File: config.mk
export PLATFORM = sky130hd
export DESIGN_NAME = sorted_timer_queue
export DESIGN_NICKNAME = d
export VERILOG_FILES = /design/src/sv/stq_pkg.sv /design/src/sv/stq_cell.sv /design/src/sv/sorted_timer_queue.sv
export SDC_FILE = /design/constraint.sdc
export NUM_CORES = 2
export LEC_CHECK = 0
export ABC_CLOCK_PERIOD_IN_PS = 23500
export BUFFER_PORTS_ARGS = -buffer_cell sky130_fd_sc_hd__clkbuf_2
export CAP_MARGIN = 20
export CORE_MARGIN = 2
export CORE_UTILIZATION = 30
export CTS_BUF_LIST = sky130_fd_sc_hd__clkbuf_2 sky130_fd_sc_hd__clkbuf_4 sky130_fd_sc_hd__clkbuf_8
export CTS_CLUSTER_DIAMETER = 60
export DETAILED_ROUTE_END_ITERATION = 12
export GPL_TIMING_DRIVEN = 0
export PLACE_DENSITY = 0.41
export SLEW_MARGIN = 20
export SYNTH_ARGS = -nofsm -noshare
export SYNTH_HDL_FRONTEND = slang
export SYNTH_HIERARCHICAL = 1
export SYNTH_SLANG_ARGS = --single-unit
File: constraint.sdc
create_clock -name aclk -period 23.5 [get_ports aclk]
set_clock_uncertainty 0.05 [all_clocks]
set_input_delay 1.175 -clock aclk [delete_from_list [all_inputs] [get_ports aclk]]
set_output_delay 1.175 -clock aclk [all_outputs]
set_load 0.01 [all_outputs]
File: src/sv/stq_pkg.sv
// ----------------------------------------------------------------------------
// stq_pkg
// shared types and defaults for the sorted timer queue
// ----------------------------------------------------------------------------
package stq_pkg;

    localparam int DEF_QUEUE_DEPTH = 16;
    localparam int DEF_TIME_BITS   = 32;
    localparam int DEF_ID_BITS     = 8;

    // action carried with each input transfer
    typedef enum logic [1:0] {
        ACT_ADD_ABS = 2'd0,
        ACT_ADD_REL = 2'd1,
        ACT_DELETE  = 2'd2,
        ACT_TICK    = 2'd3
    } action_t;

    // kind of each result transfer
    typedef enum logic [1:0] {
        KIND_FIRED  = 2'd0,
        KIND_HEAD   = 2'd1,
        KIND_EMPTY  = 2'd2,
        KIND_REJECT = 2'd3
    } kind_t;

    // sequencer states
    typedef enum logic [1:0] {
        ST_IDLE   = 2'd0,
        ST_APPLY  = 2'd1,
        ST_FIRE   = 2'd2,
        ST_REPORT = 2'd3
    } state_t;

    // operation broadcast to every cell
    typedef enum logic [1:0] {
        OP_HOLD   = 2'd0,
        OP_INSERT = 2'd1,
        OP_DELETE = 2'd2,
        OP_POP    = 2'd3
    } cell_op_t;

    typedef struct packed {
        cell_op_t op;
        logic     occupied;
    } cell_ctl_t;

endpackage

File: src/sv/stq_cell.sv
// ----------------------------------------------------------------------------
// stq_cell
// one queue slot: holds an (id, expiry) pair and shifts with its neighbours
// ----------------------------------------------------------------------------
module stq_cell #(
    parameter int TIME_BITS = stq_pkg::DEF_TIME_BITS,
    parameter int ID_BITS   = stq_pkg::DEF_ID_BITS
) (
    input  logic                 aclk,
    input  stq_pkg::cell_ctl_t   ctl,
    input  logic [TIME_BITS-1:0] key_exp,
    input  logic [ID_BITS-1:0]   key_id,
    input  logic [TIME_BITS-1:0] left_exp,
    input  logic [ID_BITS-1:0]   left_id,
    input  logic                 left_gt,
    input  logic [TIME_BITS-1:0] right_exp,
    input  logic [ID_BITS-1:0]   right_id,
    input  logic                 match_in,
    output logic [TIME_BITS-1:0] exp_q,
    output logic [ID_BITS-1:0]   id_q,
    output logic                 gt,
    output logic                 match_out
);
    import stq_pkg::*;

    logic [TIME_BITS-1:0] exp_reg, exp_next;
    logic [ID_BITS-1:0]   id_reg, id_next;
    logic                 match_here;

    assign exp_q      = exp_reg;
    assign id_q       = id_reg;
    // entry sorts strictly after the key, so the key goes in front of it
    assign gt         = ctl.occupied && (exp_reg > key_exp);
    assign match_here = ctl.occupied && (id_reg == key_id) && !match_in;
    assign match_out  = match_in || match_here;

    always_comb begin
        exp_next = exp_reg;
        id_next  = id_reg;
        case (ctl.op)
            OP_INSERT: begin
                if (left_gt) begin
                    exp_next = left_exp;
                    id_next  = left_id;
                end else if (gt || !ctl.occupied) begin
                    exp_next = key_exp;
                    id_next  = key_id;
                end
            end
            OP_DELETE: begin
                if (match_out) begin
                    exp_next = right_exp;
                    id_next  = right_id;
                end
            end
            OP_POP: begin
                exp_next = right_exp;
                id_next  = right_id;
            end
            default: begin
                exp_next = exp_reg;
                id_next  = id_reg;
            end
        endcase
    end

    always_ff @(posedge aclk) begin
        exp_reg <= exp_next;
        id_reg  <= id_next;
    end

endmodule

File: src/sv/sorted_timer_queue.sv
// ----------------------------------------------------------------------------
// sorted_timer_queue
// pending timers kept sorted by expiry in a row of shifting cells
// ----------------------------------------------------------------------------
// Holds up to QUEUE_DEPTH timers as (id, expiry) pairs, sorted by unsigned
// expiry with equal expiries in arrival order. Each input transfer carries
// an action in s_axis_tuser: add absolute, add relative to current_time,
// delete the earliest entry with the given id, or tick. After the action,
// every head entry whose signed (expiry - current_time) is zero or negative
// is sent out as fired, one per cycle unless m_axis_tready is held low, and
// a final transfer (tlast high) reports the new head deadline or that the
// queue is empty. An add to a full queue gives a reject transfer followed by
// the head report. Inserts, deletes and pops are each done by all cells at
// once, with each cell taking data from itself, its left or its right
// neighbour. An item is accepted, applied, then its results are sent in
// turn; s_axis_tready is high only between items.
module sorted_timer_queue #(
    parameter int QUEUE_DEPTH = stq_pkg::DEF_QUEUE_DEPTH,
    parameter int TIME_BITS   = stq_pkg::DEF_TIME_BITS,
    parameter int ID_BITS     = stq_pkg::DEF_ID_BITS
) (
    input  logic aclk,
    input  logic aresetn,
    // input channel
    input  logic s_axis_tvalid,
    output logic s_axis_tready,
    // timer_id, time_value, current_time (lowest bits first)
    input  logic [((ID_BITS+2*TIME_BITS+7)/8)*8-1:0] s_axis_tdata,
    // action
    input  logic [1:0] s_axis_tuser,
    // result channel
    output logic m_axis_tvalid,
    input  logic m_axis_tready,
    // out_timer_id, deadline (lowest bits first)
    output logic [((ID_BITS+TIME_BITS+7)/8)*8-1:0] m_axis_tdata,
    // kind
    output logic [1:0] m_axis_tuser,
    // marks the final result transfer of an item
    output logic m_axis_tlast
);
    import stq_pkg::*;

    localparam int CNT_W  = $clog2(QUEUE_DEPTH + 1);
    localparam int OUT_W  = ((ID_BITS + TIME_BITS + 7) / 8) * 8;
    localparam int OUT_PAD = OUT_W - ID_BITS - TIME_BITS;

    // unpacked input fields
    logic [ID_BITS-1:0]   in_id;
    logic [TIME_BITS-1:0] in_tv;
    logic [TIME_BITS-1:0] in_now;
    action_t              in_act;

    assign in_id  = s_axis_tdata[ID_BITS-1:0];
    assign in_tv  = s_axis_tdata[ID_BITS+TIME_BITS-1:ID_BITS];
    assign in_now = s_axis_tdata[ID_BITS+2*TIME_BITS-1:ID_BITS+TIME_BITS];
    assign in_act = action_t'(s_axis_tuser);

    // item held while it is worked on
    state_t               state_reg, state_next;
    action_t              act_reg;
    logic [ID_BITS-1:0]   key_id_reg;
    logic [TIME_BITS-1:0] key_exp_reg;
    logic [TIME_BITS-1:0] now_reg;
    logic [CNT_W-1:0]     count_reg, count_next;

    // output register
    logic                 m_valid_reg, m_valid_next;
    kind_t                m_kind_reg, m_kind_next;
    logic [ID_BITS-1:0]   m_id_reg, m_id_next;
    logic [TIME_BITS-1:0] m_dl_reg, m_dl_next;
    logic                 m_last_reg, m_last_next;

    // cell row
    cell_op_t             op;
    logic [TIME_BITS-1:0] cell_exp   [QUEUE_DEPTH];
    logic [ID_BITS-1:0]   cell_id    [QUEUE_DEPTH];
    logic                 cell_gt    [QUEUE_DEPTH];
    logic                 cell_match [QUEUE_DEPTH];

    logic                 s_fire;
    logic                 slot_free;
    logic                 full;
    logic                 is_add;
    logic                 head_due;
    logic [TIME_BITS-1:0] head_diff;

    assign s_axis_tready = (state_reg == ST_IDLE);
    assign s_fire        = s_axis_tvalid && s_axis_tready;
    // the output register can take a new result this cycle
    assign slot_free     = !m_valid_reg || m_axis_tready;
    assign full          = (count_reg == CNT_W'(QUEUE_DEPTH));
    assign is_add        = (act_reg == ACT_ADD_ABS) || (act_reg == ACT_ADD_REL);

    // signed test: due when the wrapped difference is zero or negative
    assign head_diff = cell_exp[0] - now_reg;
    assign head_due  = (count_reg != '0)
                       && ((head_diff == '0) || head_diff[TIME_BITS-1]);

    genvar gi;
    generate
        for (gi = 0; gi < QUEUE_DEPTH; gi++) begin : g_cell
            logic [TIME_BITS-1:0] l_exp, r_exp;
            logic [ID_BITS-1:0]   l_id, r_id;
            logic                 l_gt, m_in;
            cell_ctl_t            ctl;

            if (gi == 0) begin : g_first
                assign l_exp = key_exp_reg;
                assign l_id  = key_id_reg;
                assign l_gt  = 1'b0;
                assign m_in  = 1'b0;
            end else begin : g_inner
                assign l_exp = cell_exp[gi-1];
                assign l_id  = cell_id[gi-1];
                assign l_gt  = cell_gt[gi-1];
                assign m_in  = cell_match[gi-1];
            end

            if (gi == QUEUE_DEPTH - 1) begin : g_last
                // tail takes its own value back; it leaves the live range
                assign r_exp = cell_exp[gi];
                assign r_id  = cell_id[gi];
            end else begin : g_body
                assign r_exp = cell_exp[gi+1];
                assign r_id  = cell_id[gi+1];
            end

            assign ctl.op       = op;
            assign ctl.occupied = (count_reg > CNT_W'(gi));

            stq_cell #(
                .TIME_BITS (TIME_BITS),
                .ID_BITS   (ID_BITS)
            ) u_cell (
                .aclk      (aclk),
                .ctl       (ctl),
                .key_exp   (key_exp_reg),
                .key_id    (key_id_reg),
                .left_exp  (l_exp),
                .left_id   (l_id),
                .left_gt   (l_gt),
                .right_exp (r_exp),
                .right_id  (r_id),
                .match_in  (m_in),
                .exp_q     (cell_exp[gi]),
                .id_q      (cell_id[gi]),
                .gt        (cell_gt[gi]),
                .match_out (cell_match[gi])
            );
        end
    endgenerate

    // item registers
    always_ff @(posedge aclk) begin
        if (s_fire) begin
            act_reg    <= in_act;
            key_id_reg <= in_id;
            now_reg    <= in_now;
            // relative add wraps modulo the time width
            key_exp_reg <= (in_act == ACT_ADD_REL) ? (in_now + in_tv) : in_tv;
        end
    end

    // sequencer: next state, cell operation, count and result
    always_comb begin
        state_next   = state_reg;
        op           = OP_HOLD;
        count_next   = count_reg;
        m_valid_next = m_valid_reg && !m_axis_tready;
        m_kind_next  = m_kind_reg;
        m_id_next    = m_id_reg;
        m_dl_next    = m_dl_reg;
        m_last_next  = m_last_reg;

        unique case (state_reg)
            ST_IDLE: begin
                if (s_fire) begin
                    state_next = ST_APPLY;
                end
            end
            ST_APPLY: begin
                if (is_add && full) begin
                    // reject transfer, queue untouched, no firing pass
                    if (slot_free) begin
                        m_valid_next = 1'b1;
                        m_kind_next  = KIND_REJECT;
                        m_id_next    = key_id_reg;
                        m_dl_next    = key_exp_reg;
                        m_last_next  = 1'b0;
                        state_next   = ST_REPORT;
                    end
                end else begin
                    if (is_add) begin
                        op         = OP_INSERT;
                        count_next = count_reg + CNT_W'(1);
                    end else if (act_reg == ACT_DELETE) begin
                        op = OP_DELETE;
                        if (cell_match[QUEUE_DEPTH-1]) begin
                            count_next = count_reg - CNT_W'(1);
                        end
                    end
                    state_next = ST_FIRE;
                end
            end
            ST_FIRE: begin
                if (slot_free) begin
                    m_valid_next = 1'b1;
                    if (head_due) begin
                        op          = OP_POP;
                        count_next  = count_reg - CNT_W'(1);
                        m_kind_next = KIND_FIRED;
                        m_id_next   = cell_id[0];
                        m_dl_next   = cell_exp[0];
                        m_last_next = 1'b0;
                    end else begin
                        m_kind_next = (count_reg == '0) ? KIND_EMPTY : KIND_HEAD;
                        m_id_next   = (count_reg == '0) ? '0 : cell_id[0];
                        m_dl_next   = (count_reg == '0) ? '0 : cell_exp[0];
                        m_last_next = 1'b1;
                        state_next  = ST_IDLE;
                    end
                end
            end
            ST_REPORT: begin
                if (slot_free) begin
                    m_valid_next = 1'b1;
                    m_kind_next  = (count_reg == '0) ? KIND_EMPTY : KIND_HEAD;
                    m_id_next    = (count_reg == '0) ? '0 : cell_id[0];
                    m_dl_next    = (count_reg == '0) ? '0 : cell_exp[0];
                    m_last_next  = 1'b1;
                    state_next   = ST_IDLE;
                end
            end
            default: begin
                state_next = ST_IDLE;
            end
        endcase
    end

    always_ff @(posedge aclk) begin
        if (!aresetn) begin
            state_reg   <= ST_IDLE;
            count_reg   <= '0;
            m_valid_reg <= 1'b0;
        end else begin
            state_reg   <= state_next;
            count_reg   <= count_next;
            m_valid_reg <= m_valid_next;
        end
    end

    always_ff @(posedge aclk) begin
        m_kind_reg <= m_kind_next;
        m_id_reg   <= m_id_next;
        m_dl_reg   <= m_dl_next;
        m_last_reg <= m_last_next;
    end

    assign m_axis_tvalid = m_valid_reg;
    assign m_axis_tuser  = m_kind_reg;
    assign m_axis_tlast  = m_last_reg;
    generate
        if (OUT_PAD > 0) begin : g_pad
            assign m_axis_tdata = {{OUT_PAD{1'b0}}, m_dl_reg, m_id_reg};
        end else begin : g_nopad
            assign m_axis_tdata = {m_dl_reg, m_id_reg};
        end
    endgenerate

endmodule

* Word-level counts from Yosys, hierarchy flattened
Cells that the tools add are included.
** Operators by class
- $add $sub $neg :: 4
- Order comparisons :: 32
- Equality and inequality tests :: 67
- Mux-type cells :: 172
- Reductions and logical operators :: 147
** Operators with widths (number)
- $mux 32 :: 53
- $pmux 32 s3 :: 16
- $gt 32x32->1 :: 16
- $mux 8 :: 52
- $pmux 8 s3 :: 16
- $eq 8x8->1 :: 16
- $logic_and 1x1->1 :: 51
- $reduce_and 3->1 :: 15
- $ne 3x1->1 const B :: 14
- $gt 5x4->1 const B :: 8
- $logic_or 1x1->1 :: 34
- $ne 2x1->1 const B :: 17
- $logic_not 1->1 :: 33
- $add 32x32->32 :: 1
- $logic_not 32->1 :: 1
- $mux 2 :: 16
- $sub 32x32->32 :: 1
- $mux 5 :: 6
- $gt 5x3->1 const B :: 4
- $ne 2x2->1 const B :: 7
- $eq 2x2->1 const B :: 5
- $gt 5x1->1 const B :: 2
- $gt 5x2->1 const B :: 2
- $pmux 5 s2 :: 1
- 21 further kinds :: 35
** Word-level totals
- Flip-flop bits (word level) :: 765
- Input bits :: 78
- Output and inout port bits :: 45
- Logic and storage cells :: 465

* Longest topological paths before layout
- Depth in word-level cells :: 52
- Depth in mapped cells :: 28
- Mapped depth without buffers :: 28

* Hierarchy
Netlist, hierarchy kept.
** Modules (own cells, without submodules)
- stq_cell at g_cell[0].u_cell ... :: times used 14, cells an instance 307, area each 2962.8 µm², sequential area each 1201.2 µm²
- sorted_timer_queue :: times used 1, cells an instance 1017, area each 9061.2 µm², sequential area each 3673.5 µm²
- stq_cell at g_cell[8].u_cell ... :: times used 2, cells an instance 305, area each 2956.6 µm², sequential area each 1201.2 µm²

* Worst setup path before layout
Ideal clock, no wire load.
- Path kind :: register to register
- From :: reg g_cell[0].u_cell.exp_reg[0]
- To :: reg g_cell[8].u_cell.exp_reg[0] (enable)
- Library setup time :: 0.451 ns
- Data arrival time :: 7.190 ns
- Data required time :: 22.999 ns
- Path slack :: 15.809 ns
- Stages on the path, launching flop included :: 19
- Buffers on the path :: 1
- Period minus slack after synthesis :: 7.691 ns
- Cell sequence :: edfxtp_1 -> inv_1 -> ha_1 -> fa_1 -> xor2_1 -> o2111ai_1 -> or4_1 -> or4_1 -> or4_1 -> nor4_1 -> and4_2 -> and4_4 -> o21ai_1 -> a21boi_1 -> clkbuf_1 -> nand4_1 -> o31ai_1 -> o21ai_0 -> a21oi_1
** RTL lines
- start, declared :: line stq_cell.sv:26 : logic [TIME_BITS-1:0] exp_reg, exp_next;
- start signal, assigned :: line stq_cell.sv:68 : exp_reg <= exp_next;
- end signal, assigned :: line stq_cell.sv:68
- end, declared :: line stq_cell.sv:26

==> impl_metrics.ini <==
[status]
status = complete, no violations

[routing]
dr_total_vias = 45700
post-route-drc-count = 0
via_per_inst = 5.11
first_pass_iters = 6
wl_per_cell_um = 23.3
detail-route-antenna-nets = 0
drt_iter0_markers = 3184
finalWirelength_mm = 208

[power_and_ir_drop]
power_density_nw_per_um2 = 107
vdd_ir_drop_max_uv = 66.9
p_leak_nw = 24.6

[min_path]
hold_start = s_axis_tdata[4]
hold_path_class = input port to register

[sta]
rsz0062_at_grt = false
finalCritPeriodShare = 0.352
drv_slew = 0
finalSetupViolations = 0
slew_headroom = 0.278
tns_ns = 0
timing.final.crit_period_ns = 8.26
hold_violations = 0
fmaxAchievable_mhz = 121
worst_pin_slew_ns = 1.07

[finish]
area_growth_pct = 17.3
nNetsFinal = 7006
drive_gt1_frac = 0.102
largest_reg_flops = 512
stdcell_count = 8954

[clocking]
cts-hold-fix-buffers = 0
clk_latency_ns = 0.91
cts_max_level = 4
cts_setup_buffers = 0
cts_buffers = 162
post_cts_resized = 0
cts_tree = built
cts_buffer_depth = 3
cts.sinks = 765
cts-root-buf = clkbuf_8
path_clk_slew_ns = 0.06

[setup_path]
critPathLaunchType = register
crit_path_max_incr_delay_ns = 0.77
crit_family = compound AO/OA/AOI/OAI gates
worstPathRequired_ns = 24.02
arrival_ns = 8.78
cp_cell_sequence = ha_1, clkbuf_1, nand2_1, a2111oi_0, a211oi_2, o21ai_1, xor2_1, a2111oi_0, and4_2, and4_4, o21ai_1, a21boi_4, buf_16, buf_16, clkbuf_1, nand4_1, o31ai_1, o21ai_0, a21oi_4, buf_16
critPathBufInv = 5
setup.worst_path.start = g_cell[0].u_cell/exp_q[5]
r2r-start = g_cell[0].u_cell/exp_q[5]
endpoint_kind = register
critical_path.most_common_cell = buf_16
path_max_fanout = 21
path_class = register to register
crit_path_top_delay_cell = a2111oi_0

[yosys]
yosysWarningCount = 6
synth_area_per_cell_um2 = 9.53
synthCells = 5922
syn-cell-area_um2 = 56400

[grt]
grt_pass1_wl_mm = 310
track_usage = 0.215
grt_max_degree = 50
antenna_found_initial = 6
overflow = 0
grt_pass1_vias = 46800

[floorplan]
rows = 159
die_h_um = 438
die-area_um2 = 192000
boundaryPins = 123
start_util = 0.301
die_w_um = 438
core_area_um2 = 187000

[placement]
gp_congestion = 0.867
post-dp-hpwl_mm = 170
port_buffers = 122
dp.cells = 8673

[flow_run]
maxCapViolCount = 0
[routing by layer]
metal | wire (um) | track usage | up-vias
li1 | - | - | 22400
met1 | 94700 | 0.285 | 22200
met2 | 98100 | 0.357 | 911
met3 | 7920 | 0.0295 | 277
met4 | 7580 | 0.0765 | 2
met5 | 18 | 0 | -
[worst paths after layout]
kind	depth (start not counted)	endpoint	slack, ns
setup / recovery	20	g_cell[5].u_cell/id_q[7]	15.24
hold / removal	1	g_cell[0].l_id[4]	0.44
setup reg to reg	20	g_cell[5].u_cell/id_q[7]	15.24
hold reg to reg	2	state_reg[1]	0.45
[cells in the final DEF, fill, tap and decap left out, types with 16 or more instances in the layout]
master	count
a211oi_1	20
a21o_1	80
a21oi_1	281
a21oi_4	16
a221o_1	33
a41o_1	18
buf_16	43
buf_2	68
buf_8	85
clkbuf_1	198
clkbuf_2	123
clkbuf_4	49
clkbuf_8	168
clkinv_1	26
edfxtp_1	757
ha_1	583
inv_1	580
mux2i_1	648
nand2_1	932
nand3_1	93
nand4_1	177
nor2_1	102
nor2b_1	22
nor3_1	49
nor4_1	37
o211ai_1	30
o21ai_0	783
o21ai_1	23
o31ai_1	22
xnor2_1	148
xor2_1	19
[worst register-to-register path, stage by stage (launching register included)]
cell and delay, ns:
edfxtp_1 0.55, ha_1 0.35, clkbuf_1 0.35, nand2_1 0.12
a2111oi_0 0.69, a211oi_2 0.26, o21ai_1 0.23, xor2_1 0.12
a2111oi_0 0.77, and4_2 0.55, and4_4 0.30, o21ai_1 0.17
a21boi_4 0.52, buf_16 0.24, buf_16 0.19, clkbuf_1 0.53
nand4_1 0.16, o31ai_1 0.56, o21ai_0 0.29, a21oi_4 0.63
buf_16 0.25
[stage by stage]
stage / worst slack, ns / power (mW) / utilization / hold WS (ns) / area [um^2]
after floorplan: 15.81 / 4.27 / - / 0.418 / 56400
after global placement: 9.44 / 5.38 / 0.321 / 0.441 / 60200
after detailed placement: 15.24 / 5.60 / 0.336 / 0.445 / 62900
after CTS: 15.15 / 7.14 / 0.353 / 0.322 / 66200
after global routing: 14.71 / 7.57 / 0.353 / 0.348 / 66200
final: 15.24 / 7.07 / 0.353 / 0.443 / 66200
[power by group]
part	internal [mW]	switching [mW]	leakage, nW
clock network	0.856	0.648	1.71
registers	2.05	0.357	6.98
logic	1.21	1.95	15.9
total	4.11	2.96	24.6
[cell type report]
cell class                 instances  area [um^2]
multi-input combinational       4309        30500
buffer                           269         1100
fill                           19300       121000
antenna                            3         7.51
inverter                         581         2180
sequential                       765        22900
clock inverter                    60          583
timing repair buffer             255         3120
tap                             2495         3120
clock buffer                     217         2680
(Power assumes the default switching activity.)
